[config.mk]
export PLATFORM = sky130hd
export DESIGN_NAME = lru_buffer_pool_manager
export DESIGN_NICKNAME = d
export VERILOG_FILES = /design/src/rtl/lbpm_pkg.sv /design/src/rtl/lbpm_cell.sv /design/src/rtl/lru_buffer_pool_manager.sv
export SDC_FILE = /design/constraint.sdc
export NUM_CORES = 1
export LEC_CHECK = 0
export BUFFER_PORTS_ARGS = -buffer_cell sky130_fd_sc_hd__buf_2
export CORE_ASPECT_RATIO = 0.5
export CORE_UTILIZATION = 35
export CTS_CLUSTER_SIZE = 28
export DETAILED_ROUTE_END_ITERATION = 10
export SETUP_SLACK_MARGIN = 0.15
export SYNTH_ARGS = -nofsm -noshare
export SYNTH_HDL_FRONTEND = slang
export SYNTH_HIERARCHICAL = 1
export SYNTH_SLANG_ARGS = --single-unit
[constraint.sdc]
create_clock -name clk -period 5.4 [get_ports clk]
set_clock_uncertainty 0.2 [all_clocks]
set_input_delay 0.54 -clock clk [delete_from_list [all_inputs] [get_ports clk]]
set_output_delay 0.54 -clock clk [all_outputs]
set_load 0.01 [all_outputs]
[src/rtl/lbpm_pkg.sv]
`default_nettype none

package lbpm_pkg;

	localparam int MODE_W     = 2;
	localparam int STATUS_W   = 3;
	localparam int SLOT_IDX_W = 4;

	localparam logic [MODE_W-1:0] MODE_GET   = 2'd0;
	localparam logic [MODE_W-1:0] MODE_NEW   = 2'd1;
	localparam logic [MODE_W-1:0] MODE_FLAGS = 2'd2;

	localparam logic [STATUS_W-1:0] ST_HIT     = 3'd0;
	localparam logic [STATUS_W-1:0] ST_FILL    = 3'd1;
	localparam logic [STATUS_W-1:0] ST_REPLACE = 3'd2;
	localparam logic [STATUS_W-1:0] ST_LOCKED  = 3'd3;
	localparam logic [STATUS_W-1:0] ST_NONE    = 3'd4;

	// broadcast to every cell of the recency chain
	typedef struct packed {
		logic set_flags;
		logic dirty;
		logic lock;
	} cell_ctl_t;

endpackage

`default_nettype wire

[src/rtl/lbpm_cell.sv]
`default_nettype none

// One position of the recency chain: holds the slot sitting there and its
// tag and flags. Loads from the neighbor ahead of it while the chain shifts back.
module lbpm_cell #(
	parameter int SLOT_W  = 4,
	parameter int ID_BITS = 20,
	parameter int POS     = 0
) (
	input  wire logic                  clk,
	input  wire logic                  arst_n,
	input  wire logic                  ld,
	input  wire logic                  din_valid,
	input  wire logic [SLOT_W-1:0]     din_slot,
	input  wire logic [ID_BITS-1:0]    din_tag,
	input  wire logic                  din_dirty,
	input  wire logic                  din_lock,
	input  wire lbpm_pkg::cell_ctl_t   ctl,
	input  wire logic [SLOT_W-1:0]     flag_slot,
	output logic                       q_valid,
	output logic [SLOT_W-1:0]          q_slot,
	output logic [ID_BITS-1:0]         q_tag,
	output logic                       q_dirty,
	output logic                       q_lock
);

	logic                 valid_q;
	logic [SLOT_W-1:0]    slot_q;
	logic [ID_BITS-1:0]   tag_q;
	logic                 dirty_q;
	logic                 lock_q;

	always_ff @(posedge clk or negedge arst_n) begin
		if (!arst_n) begin
			valid_q <= 1'b0;
			slot_q  <= SLOT_W'(POS);
			dirty_q <= 1'b0;
			lock_q  <= 1'b0;
		end else if (ld) begin
			valid_q <= din_valid;
			slot_q  <= din_slot;
			dirty_q <= din_dirty;
			lock_q  <= din_lock;
		end else if (ctl.set_flags && slot_q == flag_slot) begin
			dirty_q <= ctl.dirty;
			lock_q  <= ctl.lock;
		end
	end

	// tag only means something once valid is set
	always_ff @(posedge clk) begin
		if (ld) begin
			tag_q <= din_tag;
		end
	end

	assign q_valid = valid_q;
	assign q_slot  = slot_q;
	assign q_tag   = tag_q;
	assign q_dirty = dirty_q;
	assign q_lock  = lock_q;

endmodule

`default_nettype wire

[src/rtl/lru_buffer_pool_manager.sv]
// Flow: a flag write, null or unused-mode word goes from accept to S_OUT and then to the
// output register; a get/create word first scans in S_SCAN, one recency position per cycle,
// then S_EVICT when a slot is evicted; S_OUT waits while the last result is still held.
// Throughput: one word at a time; the next word is taken once the result is registered.
// Reset: all slots empty and unlocked, recency order is slot index order, no result pending.
`default_nettype none

module lru_buffer_pool_manager #(
	parameter int SLOTS   = 16,
	parameter int ID_BITS = 20
) (
	input  wire logic                              clk,
	input  wire logic                              arst_n,
	input  wire logic                              in_valid,
	output logic                                   in_ready,
	input  wire logic [lbpm_pkg::MODE_W-1:0]       mode,
	input  wire logic signed [ID_BITS:0]           block_id,
	input  wire logic [lbpm_pkg::SLOT_IDX_W-1:0]   slot,
	input  wire logic                              dirty_value,
	input  wire logic                              lock_value,
	output logic                                   out_valid,
	input  wire logic                              out_ready,
	output logic [lbpm_pkg::STATUS_W-1:0]          status,
	output logic [lbpm_pkg::SLOT_IDX_W-1:0]        slot_index,
	output logic                                   read_needed,
	output logic                                   write_back_needed,
	output logic [ID_BITS-1:0]                     write_back_block
);

	localparam int SLOT_W = $clog2(SLOTS);

	typedef enum logic [1:0] {S_IDLE, S_SCAN, S_EVICT, S_OUT} state_t;

	state_t                                state_q;
	logic [SLOT_W-1:0]                     cursor_q;
	logic [SLOT_W-1:0]                     vpos_q;
	logic                                  have_victim_q;
	logic [ID_BITS-1:0]                    req_id_q;
	logic                                  req_get_q;
	logic [lbpm_pkg::STATUS_W-1:0]         res_status_q;
	logic [lbpm_pkg::SLOT_IDX_W-1:0]       res_index_q;
	logic                                  res_rd_q;
	logic                                  res_wb_q;
	logic [ID_BITS-1:0]                    res_wb_block_q;
	logic                                  out_valid_q;
	logic [lbpm_pkg::STATUS_W-1:0]         out_status_q;
	logic [lbpm_pkg::SLOT_IDX_W-1:0]       out_index_q;
	logic                                  out_rd_q;
	logic                                  out_wb_q;
	logic [ID_BITS-1:0]                    out_wb_block_q;

	logic                  c_valid [SLOTS];
	logic [SLOT_W-1:0]     c_slot  [SLOTS];
	logic [ID_BITS-1:0]    c_tag   [SLOTS];
	logic                  c_dirty [SLOTS];
	logic                  c_lock  [SLOTS];

	logic                  accept;
	logic [SLOT_W-1:0]     pos;
	logic                  sel_valid;
	logic [SLOT_W-1:0]     sel_slot;
	logic [ID_BITS-1:0]    sel_tag;
	logic                  sel_dirty;
	logic                  sel_lock;
	logic                  hit;
	logic                  move;
	logic                  renew;
	logic                  f_valid;
	logic [ID_BITS-1:0]    f_tag;
	logic                  f_dirty;
	logic                  f_lock;
	logic                  slot_in_range;
	logic [SLOT_W-1:0]     flag_slot;
	lbpm_pkg::cell_ctl_t   ctl;

	assign in_ready = (state_q == S_IDLE);
	assign accept   = in_valid && in_ready;

	assign pos       = (state_q == S_EVICT) ? vpos_q : cursor_q;
	assign sel_valid = c_valid[pos];
	assign sel_slot  = c_slot[pos];
	assign sel_tag   = c_tag[pos];
	assign sel_dirty = c_dirty[pos];
	assign sel_lock  = c_lock[pos];
	assign hit       = sel_valid && (sel_tag == req_id_q);

	// move: the selected position goes to the front this cycle
	// renew: it arrives there holding the requested block, flags clear
	always_comb begin
		move  = 1'b0;
		renew = 1'b0;
		if (state_q == S_SCAN) begin
			if (!sel_valid) begin
				move  = 1'b1;
				renew = 1'b1;
			end else if (hit || sel_lock) begin
				move = 1'b1;
			end
		end else if (state_q == S_EVICT) begin
			move  = 1'b1;
			renew = 1'b1;
		end
	end

	assign f_valid = renew | sel_valid;
	assign f_tag   = renew ? req_id_q : sel_tag;
	assign f_dirty = renew ? 1'b0 : sel_dirty;
	assign f_lock  = renew ? 1'b0 : sel_lock;

	assign slot_in_range = ({24'd0, slot} < 28'(SLOTS));
	assign flag_slot     = SLOT_W'(slot);
	assign ctl.set_flags = accept && (mode == lbpm_pkg::MODE_FLAGS) && slot_in_range;
	assign ctl.dirty     = dirty_value;
	assign ctl.lock      = lock_value;

	for (genvar k = 0; k < SLOTS; k++) begin : g_cell
		logic ld;
		assign ld = move && (SLOT_W'(k) <= pos);
		if (k == 0) begin : g_front
			lbpm_cell #(
				.SLOT_W  (SLOT_W),
				.ID_BITS (ID_BITS),
				.POS     (k)
			) u_cell (
				.clk       (clk),
				.arst_n    (arst_n),
				.ld        (ld),
				.din_valid (f_valid),
				.din_slot  (sel_slot),
				.din_tag   (f_tag),
				.din_dirty (f_dirty),
				.din_lock  (f_lock),
				.ctl       (ctl),
				.flag_slot (flag_slot),
				.q_valid   (c_valid[k]),
				.q_slot    (c_slot[k]),
				.q_tag     (c_tag[k]),
				.q_dirty   (c_dirty[k]),
				.q_lock    (c_lock[k])
			);
		end else begin : g_rest
			lbpm_cell #(
				.SLOT_W  (SLOT_W),
				.ID_BITS (ID_BITS),
				.POS     (k)
			) u_cell (
				.clk       (clk),
				.arst_n    (arst_n),
				.ld        (ld),
				.din_valid (c_valid[k-1]),
				.din_slot  (c_slot[k-1]),
				.din_tag   (c_tag[k-1]),
				.din_dirty (c_dirty[k-1]),
				.din_lock  (c_lock[k-1]),
				.ctl       (ctl),
				.flag_slot (flag_slot),
				.q_valid   (c_valid[k]),
				.q_slot    (c_slot[k]),
				.q_tag     (c_tag[k]),
				.q_dirty   (c_dirty[k]),
				.q_lock    (c_lock[k])
			);
		end
	end

	always_ff @(posedge clk or negedge arst_n) begin
		if (!arst_n) begin
			state_q        <= S_IDLE;
			cursor_q       <= '0;
			vpos_q         <= '0;
			have_victim_q  <= 1'b0;
			req_id_q       <= '0;
			req_get_q      <= 1'b0;
			res_status_q   <= lbpm_pkg::ST_NONE;
			res_index_q    <= '0;
			res_rd_q       <= 1'b0;
			res_wb_q       <= 1'b0;
			res_wb_block_q <= '0;
			out_valid_q    <= 1'b0;
			out_status_q   <= lbpm_pkg::ST_NONE;
			out_index_q    <= '0;
			out_rd_q       <= 1'b0;
			out_wb_q       <= 1'b0;
			out_wb_block_q <= '0;
		end else begin
			// S_OUT reloads the output register itself
			if (out_valid_q && out_ready && state_q != S_OUT) begin
				out_valid_q <= 1'b0;
			end
			unique case (state_q)
				S_IDLE: begin
					if (accept) begin
						req_id_q       <= block_id[ID_BITS-1:0];
						req_get_q      <= (mode == lbpm_pkg::MODE_GET);
						cursor_q       <= '0;
						have_victim_q  <= 1'b0;
						res_status_q   <= lbpm_pkg::ST_NONE;
						res_index_q    <= '0;
						res_rd_q       <= 1'b0;
						res_wb_q       <= 1'b0;
						res_wb_block_q <= '0;
						if (mode == lbpm_pkg::MODE_FLAGS) begin
							res_index_q <= slot;
							state_q     <= S_OUT;
						end else if ((mode == lbpm_pkg::MODE_GET || mode == lbpm_pkg::MODE_NEW)
							&& !block_id[ID_BITS]) begin
							state_q <= S_SCAN;
						end else begin
							state_q <= S_OUT;
						end
					end
				end
				S_SCAN: begin
					// empty slots always sit at the tail in index order, so the
					// first empty position met holds the lowest empty slot
					if (!sel_valid) begin
						res_status_q <= lbpm_pkg::ST_FILL;
						res_index_q  <= lbpm_pkg::SLOT_IDX_W'(sel_slot);
						res_rd_q     <= req_get_q;
						state_q      <= S_OUT;
					end else if (hit) begin
						res_status_q <= lbpm_pkg::ST_HIT;
						res_index_q  <= lbpm_pkg::SLOT_IDX_W'(sel_slot);
						state_q      <= S_OUT;
					end else begin
						if (sel_lock) begin
							// locked slot jumps to the front, pushing the victim back one
							if (have_victim_q) begin
								vpos_q <= vpos_q + 1'b1;
							end
						end else begin
							vpos_q        <= cursor_q;
							have_victim_q <= 1'b1;
						end
						if (cursor_q == SLOT_W'(SLOTS - 1)) begin
							if (have_victim_q || !sel_lock) begin
								state_q <= S_EVICT;
							end else begin
								res_status_q <= lbpm_pkg::ST_LOCKED;
								res_index_q  <= '0;
								state_q      <= S_OUT;
							end
						end else begin
							cursor_q <= cursor_q + 1'b1;
						end
					end
				end
				S_EVICT: begin
					res_status_q   <= lbpm_pkg::ST_REPLACE;
					res_index_q    <= lbpm_pkg::SLOT_IDX_W'(sel_slot);
					res_rd_q       <= req_get_q;
					res_wb_q       <= sel_dirty;
					res_wb_block_q <= sel_dirty ? sel_tag : '0;
					state_q        <= S_OUT;
				end
				S_OUT: begin
					if (!out_valid_q || out_ready) begin
						out_valid_q    <= 1'b1;
						out_status_q   <= res_status_q;
						out_index_q    <= res_index_q;
						out_rd_q       <= res_rd_q;
						out_wb_q       <= res_wb_q;
						out_wb_block_q <= res_wb_block_q;
						state_q        <= S_IDLE;
					end
				end
			endcase
		end
	end

	assign out_valid         = out_valid_q;
	assign status            = out_status_q;
	assign slot_index        = out_index_q;
	assign read_needed       = out_rd_q;
	assign write_back_needed = out_wb_q;
	assign write_back_block  = out_wb_block_q;

endmodule

`default_nettype wire

==> impl_metrics.toml, run 1 <==
[critical_path]
path_class = "flip-flop to flip-flop"
cp.arrival_ps = 5420
end_kind = "flip-flop"
startpoint_type = "flip-flop"
crit_path_max_fanout = 26
crit_required_ps = 5660

[placement]
place_inst = 2728
placed_area_sq_um = 25900
pre_cts_slack_ps = 154
io_buffers = 63
place.gp.congestion = 0.924
hpwl_mm = 45.3

[routing]
post_drt_via_cell_ratio = 5.60
first_iter_violations = 1417
drc = 0
antenna_left = 0
wl_mm = 66.6
wl_per_cell_um = 23.4
num_vias = 15900
dr.pass1.iters = 5

[finish]
drive_gt1_share_pct = 26.1
design_area_sq_um = 27900
multiInputGateArea_sq_um = 8890
fin_cells = 2844
final_common_cell = "edfxtp_1"
n_antenna_cell = 0
syn_to_final_growth_pct = 16.3
final_cell_mix = "edfxtp_1 (320), nand2_1 (175), dfrtp_1 (169)"
finalNetCount = 1945
fillers = 6216
layout.area.seq_sq_um = 14700
final_util_pct = 41.4

[logic_synthesis]
syn-cell-area_sq_um = 24000
synth_edf_count = 320
yosysWarnings = 6
async_reset_ff_share_pct = 38.8
ys_seq_elements = 523
synth-main-ff-cell = "edfxtp_1"
synth.avg_cell_area_sq_um = 13.5
yosysSeqAreaShare_pct = 61.4
synthesis.nets = 1823
ys_types = 76
synth_cells = 1784

[timing]
fmax_mhz = 194
slew_headroom_pct = 21.1
layout_setup_ws_ps = 239
tightest_slew_ps = 1180
grt_setup_unrepaired = "false"
finalCritPeriodShare_pct = 95.6
hold_viol_final = 0
slew_violations = 0
setup_violations = 0
layout_min_cycle_time_ps = 5160

[clocking]
numCtsBuffers = 50
cts_max_level = 2
cts_tree = "yes"
clockRootBuffer = "clkbuf_16"
clock-sinks = 523
clk_latency_ps = 580
path_clk_slew_ps = 60
clock_path_buffers = 3

[floorplan]
die_area_sq_um = 69700
die_w_um = 372
placementRows = 67
initial_core_util_pct = 35.6
die_y_um = 187
ios = 64
core_sq_um = 67400

[min_path]
hp-class = "input pin to flip-flop"

[global_routing]
grt_pass1_vias = 15800
grt_use_total_pct = 18.9
grt_pass1_wl_mm = 101
antenna_found_initial = 0
grt_overflow = 0
grt_start_max_net_pins = 111

[power]
leakagePower_nw = 10.2
ir_worst_vdd_mv = 0.353
pwr_density_cell_nw_per_um2 = 689

[outcome]
outcome = "finished clean"

[job]
cap_violations = 0
==> final timing paths <==
kind / start / end / slack [ps] / cells past startpoint
setup / recovery: state_q[0]$_DFFE_PN0P_ / g_cell[9].g_rest.u_cell/q_slot[1]$_DFFE_PN0P_ / 240 / 18
hold / removal: block_id[17] / req_id_q[17]$_DFFE_PN0P_ / 20 / 2
setup reg to reg: state_q[0]$_DFFE_PN0P_ / g_cell[9].g_rest.u_cell/q_slot[1]$_DFFE_PN0P_ / 240 / 18
hold reg to reg: g_cell[5].g_rest.u_cell/q_tag[17]$_DFFE_PP_ / g_cell[6].g_rest.u_cell/q_tag[17]$_DFFE_PP_ / 240 / 0
max in group asynchronous: arst_n / res_wb_block_q[19]$_DFFE_PN0P_ / 3440 / 3
min in group asynchronous: arst_n / g_cell[14].g_rest.u_cell/q_lock$_DFFE_PN0P_ / 460 / 2
==> cell usage after synthesis, types with 13 or more instances <==
library cell / count / area [sq um]
nand3_1: 61 / 305
a22oi_1: 16 / 120
mux2_2: 146 / 1640
mux4_2: 48 / 1080
nor3_1: 30 / 150
a22o_1: 26 / 228
nor2_1: 44 / 165
edfxtp_1: 320 / 9610
o21ai_0: 90 / 450
dfstp_2: 34 / 893
a31oi_1: 13 / 81.3
clkbuf_1: 38 / 143
nand2_1: 176 / 661
dfrtp_1: 169 / 4230
a21oi_1: 54 / 270
buf_2: 37 / 185
nand4_1: 16 / 100
a41oi_1: 36 / 315
xnor2_1: 69 / 604
and3_1: 26 / 163
nor2b_1: 52 / 325
buf_4: 14 / 105
a32oi_1: 15 / 131
o22ai_1: 28 / 175
inv_1: 26 / 97.6
mux2i_1: 42 / 420
==> area by class of cell <==
cell class	count	area share [%]
flip-flops and latches	523	52.8
multi-input cells	1138	31.9
clock buffers	69	5.23
repair buffers	165	4.84
well taps	897	4.02
clock inverters	24	0.865
inverters	28	0.377
==> critical path: stages, from the launching register on <==
cell and delay, ps:
dfrtp_1 400, inv_1 130, ha_2 340, buf_12 210, mux2i_4 330, buf_12 260
nor3_1 70, a211oi_1 300, o22ai_1 260, o21ai_0 320, nand4_1 210, nor4_4 280
buf_4 170, and4_2 250, o32ai_4 80, buf_4 300, a211oi_4 290, buf_4 250
mux2_2 350
==> registers in the layout, indices dropped and copies added (netlist names), 2 cells and up <==
signal	flops
cursor_q	4
slot_index	4
g_cell.g_rest.u_cell/q_tag	300
g_cell.g_rest.u_cell/q_dirty	15
res_index_q	4
res_status_q	3
state_q	2
res_wb_block_q	20
g_cell.g_rest.u_cell/q_lock	15
g_cell.g_front.u_cell/q_tag	20
write_back_block	20
g_cell.g_rest.u_cell/q_slot	60
status	3
g_cell.g_rest.u_cell/q_valid	15
req_id_q	20
vpos_q	4
g_cell.g_front.u_cell/q_slot	4
==> what timing repair did <==
action | in CTS | in global routing
endpoints found under the hold margin | 93 | 0
endpoints found under the setup margin | 5 | 182
pin swaps | 0 | 0
gates cloned | 0 | 3
hold buffers | 18 | 0
gates resized for setup | 1 | 14
buffers inserted | 0 | 2
==> cell families (layout without fill, tap and decap cells) <==
logic type | count (synthesis) | in the layout | share of synthesized area (%)
simple gates | 457 | 457 | 9.40
compound gates | 356 | 356 | 10.1
fa+ha+maj | 6 | 6 | 0.313
mux | 244 | 245 | 13.6
xor+xnor | 74 | 74 | 2.70
flops | 523 | 523 | 61.4
buf+inv | 124 | 286 | 2.54
==> through the flow <==
step                      setup TNS [ps]  power (W)  hold slack (ps)
final                                  0     0.0192             19.8
after global routing                   0     0.0201             12.4
after CTS                              0     0.0190             4.12
after detailed placement               0     0.0153              231
after global placement                 0     0.0152              226
after floorplan                    -8580     0.0120             44.4
==> report_power, final <==
part	switching (W)	internal, W	leakage [nW]
sequential	0.000876	0.00580	5.41
combinational	0.00535	0.00356	3.97
clock	0.00156	0.00209	0.830
total	0.00778	0.0114	10.2
==> per-layer routing <==
layer / global-route usage (%) / share of wire [%]
met3: 2.76 / 6.0
met2: 31.0 / 48
met4: 5.51 / 3.1
met1: 25.9 / 43
met5: 0 / 0
(Power assumes the default switching activity.)
==> run 2: changes to the inputs <==
--- a/config.mk
+++ b/config.mk
@@ -7,9 +7,10 @@
 export LEC_CHECK = 0
 export BUFFER_PORTS_ARGS = -buffer_cell sky130_fd_sc_hd__buf_2
 export CORE_ASPECT_RATIO = 0.5
-export CORE_UTILIZATION = 35
+export CORE_UTILIZATION = 55
 export CTS_CLUSTER_SIZE = 28
 export DETAILED_ROUTE_END_ITERATION = 10
+export PLACE_DENSITY = 0.74
 export SETUP_SLACK_MARGIN = 0.15
 export SYNTH_ARGS = -nofsm -noshare
 export SYNTH_HDL_FRONTEND = slang
==> run 2 against run 1 <==
Via count increased by 2.2%. Sequential power barely moved. Worst setup slack improved by 63 ps. First-iteration DRC count rose by 19%. Flip-flop and latch count unchanged. Clock power is 9.6% lower. Cell count shrank 12%. Largest cell class unchanged. Worst hold slack got worse by 5.9 ps. Combinational power is 2% lower.
==> impl_metrics.toml, run 2 (synthesized netlist as in run 1, its figures left out) <==
[outcome]
outcome = "finished clean"

[power]
leakagePower_nw = 10.1
pwr_density_cell_nw_per_um2 = 685
switching_power_w = 0.00760
pwr-share-comb_pct = 46.7
intPower_w = 0.0111
clkPwrFrac_pct = 17.7
ir_worst_vdd_mv = 0.367
switching_share_pct = 40.7
seq_power_share_pct = 35.6

[global_routing]
antenna_found_initial = 1
grt_start_max_net_pins = 110
grt_pass1_vias = 16300
grt_pass1_wl_mm = 97.4
grt_use_total_pct = 28.7
grt_overflow = 0

[critical_path]
crit_required_ps = 5660
end_kind = "flip-flop"
crit_path_max_fanout = 29
r2r_cells = 17
path_class = "flip-flop to flip-flop"
cp.arrival_ps = 5360
startpoint_type = "flip-flop"

[clocking]
numCtsBuffers = 46
cts_max_level = 2
clock_path_buffers = 3
path_clk_slew_ps = 60
clockRootBuffer = "clkbuf_16"
clock-sinks = 523
cts_tree = "yes"
clk_latency_ps = 590

[finish]
largest_reg_flops = 300
fillers = 3054
final_cell_mix = "edfxtp_1 (320), nand2_1 (176), dfrtp_1 (169)"
syn_to_final_growth_pct = 13.5
drive_gt1_share_pct = 24.9
final_common_cell = "edfxtp_1"
finalNetCount = 1935
fin_cells = 2512

[timing]
hold_viol_final = 0
tightest_slew_ps = 899
timing.hold.ws_ps = 13.9
fmax_mhz = 196
slew_headroom_pct = 40.1
slew_violations = 0
grt_setup_unrepaired = "false"
setup_violations = 0
finalCritPeriodShare_pct = 94.4
layout_min_cycle_time_ps = 5100

[floorplan]
initial_core_util_pct = 56.5
die_w_um = 297
ios = 64
placementRows = 53
die_area_sq_um = 44500
die_y_um = 150
core_sq_um = 42500

[min_path]
hold_path_depth = 2
hp-class = "input pin to flip-flop"

[routing]
post_drt_via_cell_ratio = 6.47
wl_mm = 63.1
dr.pass1.iters = 6
antenna_left = 0
drc = 0
first_iter_violations = 1690
num_vias = 16300
wl_per_cell_um = 25.1

[placement]
place_inst = 2402
io_buffers = 63
place.gp.congestion = 0.969
hpwl_mm = 42.0

[job]
cap_violations = 0
run 2: cell count changes in the layout (fill, tap and decap cells not counted), moves of 2 or more:
cell	change
bufinv_16	-2
nand2_2	-2
buf_12	+5
clkbuf_1	+2
clkinv_2	-3
nor2_1	+3
dlygate4sd3_1	+3
buf_4	-11
nor2_4	-2
clkbuf_16	-9
clkinv_1	+4
run 2: layout make-up:
cell class	instances	area [sq um]	area share, %
Antenna cell	1	2.50	0.00919
Clock buffer	64	1290	4.75
Clock inverter	22	185	0.680
Inverter	28	105	0.386
Multi-Input combinational cell	1137	8860	32.5
Sequential cell	523	14700	54.1
Tap cell	577	722	2.65
Timing Repair Buffer	160	1330	4.89
run 2: routing by layer:
layer  vias to the layer above  routed length, um  GRT usage [%]
met3                       145               5150           5.05
met4                         0               1850           9.41
met5                         -                  0              0
li1                       7034                  -              -
met2                       816              30100           46.3
met1                      8270              25900           40.0
run 2: worst max-delay path, cell delays in order (launching register included):
cell and delay, ps:
dfrtp_1 400, inv_1 180, ha_4 240, mux2_4 450, nand2_1 150, buf_4 230
o22ai_1 120, o21a_1 250, o31ai_1 430, nand4_1 190, nor4_2 380, buf_4 180
and4_2 260, o32ai_4 150, buf_6 270, a211oi_4 260, buf_12 250, mux2_2 360
run 2: metrics by stage:
step | util, % | worst slack, ps | total power, W | instance area (sq um) | setup TNS (ps)
final | 64.1 | 302 | 0.0186 | 27200 | 0
after global routing | 64.0 | 157 | 0.0195 | 27200 | 0
after CTS | 63.8 | 189 | 0.0184 | 27100 | 0
after detailed placement | 59.9 | 177 | 0.0151 | 25500 | 0
after global placement | 59.9 | 210 | 0.0149 | 25500 | 0
after floorplan | - | -413 | 0.0120 | 24000 | -8580
run 2: what timing repair did:
item                                    CTS  global route
hold endpoints to repair                 93             2
hold buffers                             19             2
endpoints found under the setup margin    1           220
gates resized for setup                   1            11
buffers inserted                          0             2
run 2: power by group through the flow:
| stage | registers [W] | logic, W | clock network [W] |
|---|---|---|---|
| 6_report | 0.00664 | 0.00871 | 0.00330 |
| 5_1_grt | 0.00676 | 0.00926 | 0.00348 |
| 4_1_cts | 0.00662 | 0.00848 | 0.00332 |
| 3_5_place_dp | 0.00668 | 0.00840 | 0 |
| 3_3_place_gp | 0.00666 | 0.00820 | 0 |
| 2_1_floorplan | 0.00637 | 0.00568 | 0 |
run 2: path summary, 6_finish.rpt:
kind / startpoint / slack, ps / end
worst max-delay path: state_q[0]$_DFFE_PN0P_ / 300 / g_cell[11].g_rest.u_cell/q_slot[2]$_DFFE_PN0P_
worst min-delay path: block_id[17] / 10 / req_id_q[17]$_DFFE_PN0P_
worst max register to register: state_q[0]$_DFFE_PN0P_ / 300 / g_cell[11].g_rest.u_cell/q_slot[2]$_DFFE_PN0P_
worst min register to register: g_cell[1].g_rest.u_cell/q_tag[6]$_DFFE_PP_ / 240 / g_cell[2].g_rest.u_cell/q_tag[6]$_DFFE_PP_
max in group asynchronous: arst_n / 3460 / req_id_q[1]$_DFFE_PN0P_
min in group asynchronous: arst_n / 440 / g_cell[14].g_rest.u_cell/q_slot[0]$_DFFE_PN0P_
==> run 3: changes to the inputs <==
--- a/config.mk
+++ b/config.mk
@@ -10,9 +10,10 @@
 export CORE_UTILIZATION = 55
 export CTS_CLUSTER_SIZE = 28
 export DETAILED_ROUTE_END_ITERATION = 10
+export GPL_TIMING_DRIVEN = 1
 export PLACE_DENSITY = 0.74
+export REMOVE_ABC_BUFFERS = 1
 export SETUP_SLACK_MARGIN = 0.15
 export SYNTH_ARGS = -nofsm -noshare
 export SYNTH_HDL_FRONTEND = slang
-export SYNTH_HIERARCHICAL = 1
 export SYNTH_SLANG_ARGS = --single-unit
==> run 3 against run 2 <==
Routed wire length fell by 0.63%. Cell count rose by 1.7%. Die area decreased by 0.63%. Sequential share of layout area decreased by 0.60 points. Flip-flop and latch count is the same. Power up 8.4%. Worst setup slack better by 41 ps. Sequential power up 7.2%. Worst hold slack gained 25 ps. Register-to-register slack better by 40 ps. Core utilization up 0.92 points.
==> impl_metrics.toml, run 3 <==
[outcome]
outcome = "finished clean"

[logic_synthesis]
async_reset_ff_share_pct = 38.8
yosysWarnings = 0
ys_seq_elements = 523
yosysSeqAreaShare_pct = 61.8
synth_edf_count = 320
synth_cells = 1812
synth_area_leader_cell = "edfxtp_1"
synth.most_common_cell = "edfxtp_1"
synth.top_cell.area_share_pct = 40.3
synth_common_cells = "edfxtp_1 (320), nand2_1 (217), dfrtp_1 (169), mux2_2 (121), clkbuf_1 (70)"
synth.avg_cell_area_sq_um = 13.2
synthTopCellsByArea = "edfxtp_1 (40%), dfrtp_1 (18%), mux2_2 (5.7%), dfstp_2 (3.7%), nand2_1 (3.4%)"
synth-main-ff-cell = "edfxtp_1"
ys_types = 69
syn-cell-area_sq_um = 23800

[placement]
place.gp.congestion = 0.926
hpwl_mm = 41.6
placed_area_sq_um = 25600
place_inst = 2444
io_buffers = 63

[routing]
post_drt_via_cell_ratio = 6.34
wl_met3_mm = 6.31
wl_mm = 62.7
antenna_left = 0
drc = 0
first_iter_violations = 1737
wl_per_cell_um = 24.5
met2WireLength_mm = 28.7
top_layer_used = "met4"
m1WireLength_mm = 26.1
num_vias = 16200
dr.pass1.iters = 8

[floorplan]
core_sq_um = 42400
ios = 64
die_y_um = 149
initial_core_util_pct = 56.3
placementRows = 53
die_w_um = 296
die_area_sq_um = 44200

[timing]
tightest_slew_ps = 991
layout_min_cycle_time_ps = 5060
slew_headroom_pct = 33.9
setup_violations = 0
timing.setup.tns_ps = 0
grt_setup_unrepaired = "false"
hold_viol_final = 0
slew_violations = 0
fmax_mhz = 198
finalCritPeriodShare_pct = 93.6

[power]
ir_worst_vdd_mv = 0.383
pwr_density_cell_nw_per_um2 = 734
leakagePower_nw = 10.5

[global_routing]
grt_pass1_vias = 16000
grt_use_total_pct = 29.2
antenna_found_initial = 0
grt_overflow = 0
grt_pass1_wl_mm = 96.8
grt_start_max_net_pins = 121

[clocking]
cts_tree = "yes"
path_clk_slew_ps = 70
clockRootBuffer = "clkbuf_16"
clock_path_buffers = 3
numCtsBuffers = 46
clock-sinks = 523
clk_latency_ps = 590
cts_max_level = 2

[critical_path]
reg2reg_slack_ps = 340
end_kind = "flip-flop"
crit_path_max_fanout = 20
cp.arrival_ps = 5140
path_class = "flip-flop to flip-flop"
startpoint_type = "flip-flop"
crit_required_ps = 5480

[finish]
largest_reg_flops = 300
final_common_cell = "edfxtp_1"
design_area_sq_um = 27500
syn_to_final_growth_pct = 15.5
finalNetCount = 1979
fin_cells = 2555
drive_gt1_share_pct = 24.6
final_cell_mix = "edfxtp_1 (320), nand2_1 (216), dfrtp_1 (169)"
n_antenna_cell = 0

[job]
cap_violations = 0

[min_path]
hp-class = "input pin to flip-flop"
run 3: cell types whose count changed after synthesis, moves of 15 or more:
cell	delta
mux4_2	-23
nand2_1	+41
a2bb2oi_1	+15
mux2_1	+37
mux2_2	-25
a41oi_1	-36
o21ai_0	-48
buf_1	+18
clkbuf_1	+32
nor2b_1	-35
mux2_4	+22
run 3: per-layer routing:
layer	GRT usage [%]	vias to the layer above
met5	0	-
met4	7.73	0
met3	7.52	98
met2	44.8	828
met1	41.5	8200
li1	-	7069
run 3: critical path, stage by stage, from the launching register on:
cell	delay, ps
dfrtp_1	470
ha_4	250
buf_4	190
mux2_2	360
nand2_1	250
nor2_1	100
a221oi_2	300
a21boi_0	150
or4b_1	510
or4_4	590
o31a_1	330
a22o_1	230
buf_12	160
or3_1	330
inv_1	110
buf_12	190
run 3: logic make-up (layout without fill, tap and decap cells):
group,after synthesis,count (layout),synth area share [%]
DFF,523,523,61.8
and+or+nand+nor,480,480,9.52
AOI/OAI and AO/OA,308,308,9.10
muxes,265,265,13.8
buffers and inverters,158,324,2.81
xor gates and xnor gates,72,72,2.64
adders and majority gates,6,6,0.315
run 3: layout make-up:
class	instances	area, sq um
Tap cell	577	722
Clock inverter	37	452
Clock buffer	49	1180
Sequential cell	523	14700
Inverter	38	143
Multi-Input combinational cell	1131	8540
Fill cell	3027	14800
Timing Repair Buffer	200	1760
run 3: path summary, 6_finish.rpt:
path / cells after the start / start / endpoint
setup / recovery: 15 / state_q[1]$_DFFE_PN0P_ / g_cell[13].g_rest.u_cell.q_tag[16]$_DFFE_PP_
hold / removal: 2 / block_id[5] / req_id_q[5]$_DFFE_PN0P_
setup reg to reg: 15 / state_q[1]$_DFFE_PN0P_ / g_cell[13].g_rest.u_cell.q_tag[16]$_DFFE_PP_
hold reg to reg: 0 / g_cell[9].g_rest.u_cell.q_tag[8]$_DFFE_PP_ / g_cell[10].g_rest.u_cell.q_tag[8]$_DFFE_PP_
max in group asynchronous: 3 / arst_n / res_wb_block_q[10]$_DFFE_PN0P_
min in group asynchronous: 2 / arst_n / g_cell[2].g_rest.u_cell.q_slot[2]$_DFFE_PN0P_
run 3: metrics by stage:
| stage | hold WS (ps) | utilization, % | total power [W] | setup slack [ps] |
|---|---|---|---|---|
| floorplan | 44.4 | - | 0.0124 | -3840 |
| global placement | 222 | 60.4 | 0.0161 | 166 |
| detailed placement | 228 | 60.4 | 0.0163 | 19.2 |
| CTS | 11.4 | 64.8 | 0.0200 | 162 |
| global route | 21.3 | 65.0 | 0.0212 | 199 |
| finish | 38.4 | 65.0 | 0.0202 | 343 |
run 3: where the power goes:
part / leakage (nW) / internal, W / switching (W) / total (W)
clock: 0.791 / 0.00200 / 0.00158 / 0.00358
sequential: 5.40 / 0.00615 / 0.000965 / 0.00712
combinational: 4.28 / 0.00398 / 0.00554 / 0.00952
total: 10.5 / 0.0121 / 0.00808 / 0.0202
run 3: repair_timing:
| action | 4_1_cts | 5_1_grt |
|---|---|---|
| resized for setup | 3 | 10 |
| hold buffers | 21 | 0 |
| endpoints found under the setup margin | 374 | 368 |
| setup buffers | 0 | 4 |
| hold endpoints to repair | 116 | 0 |
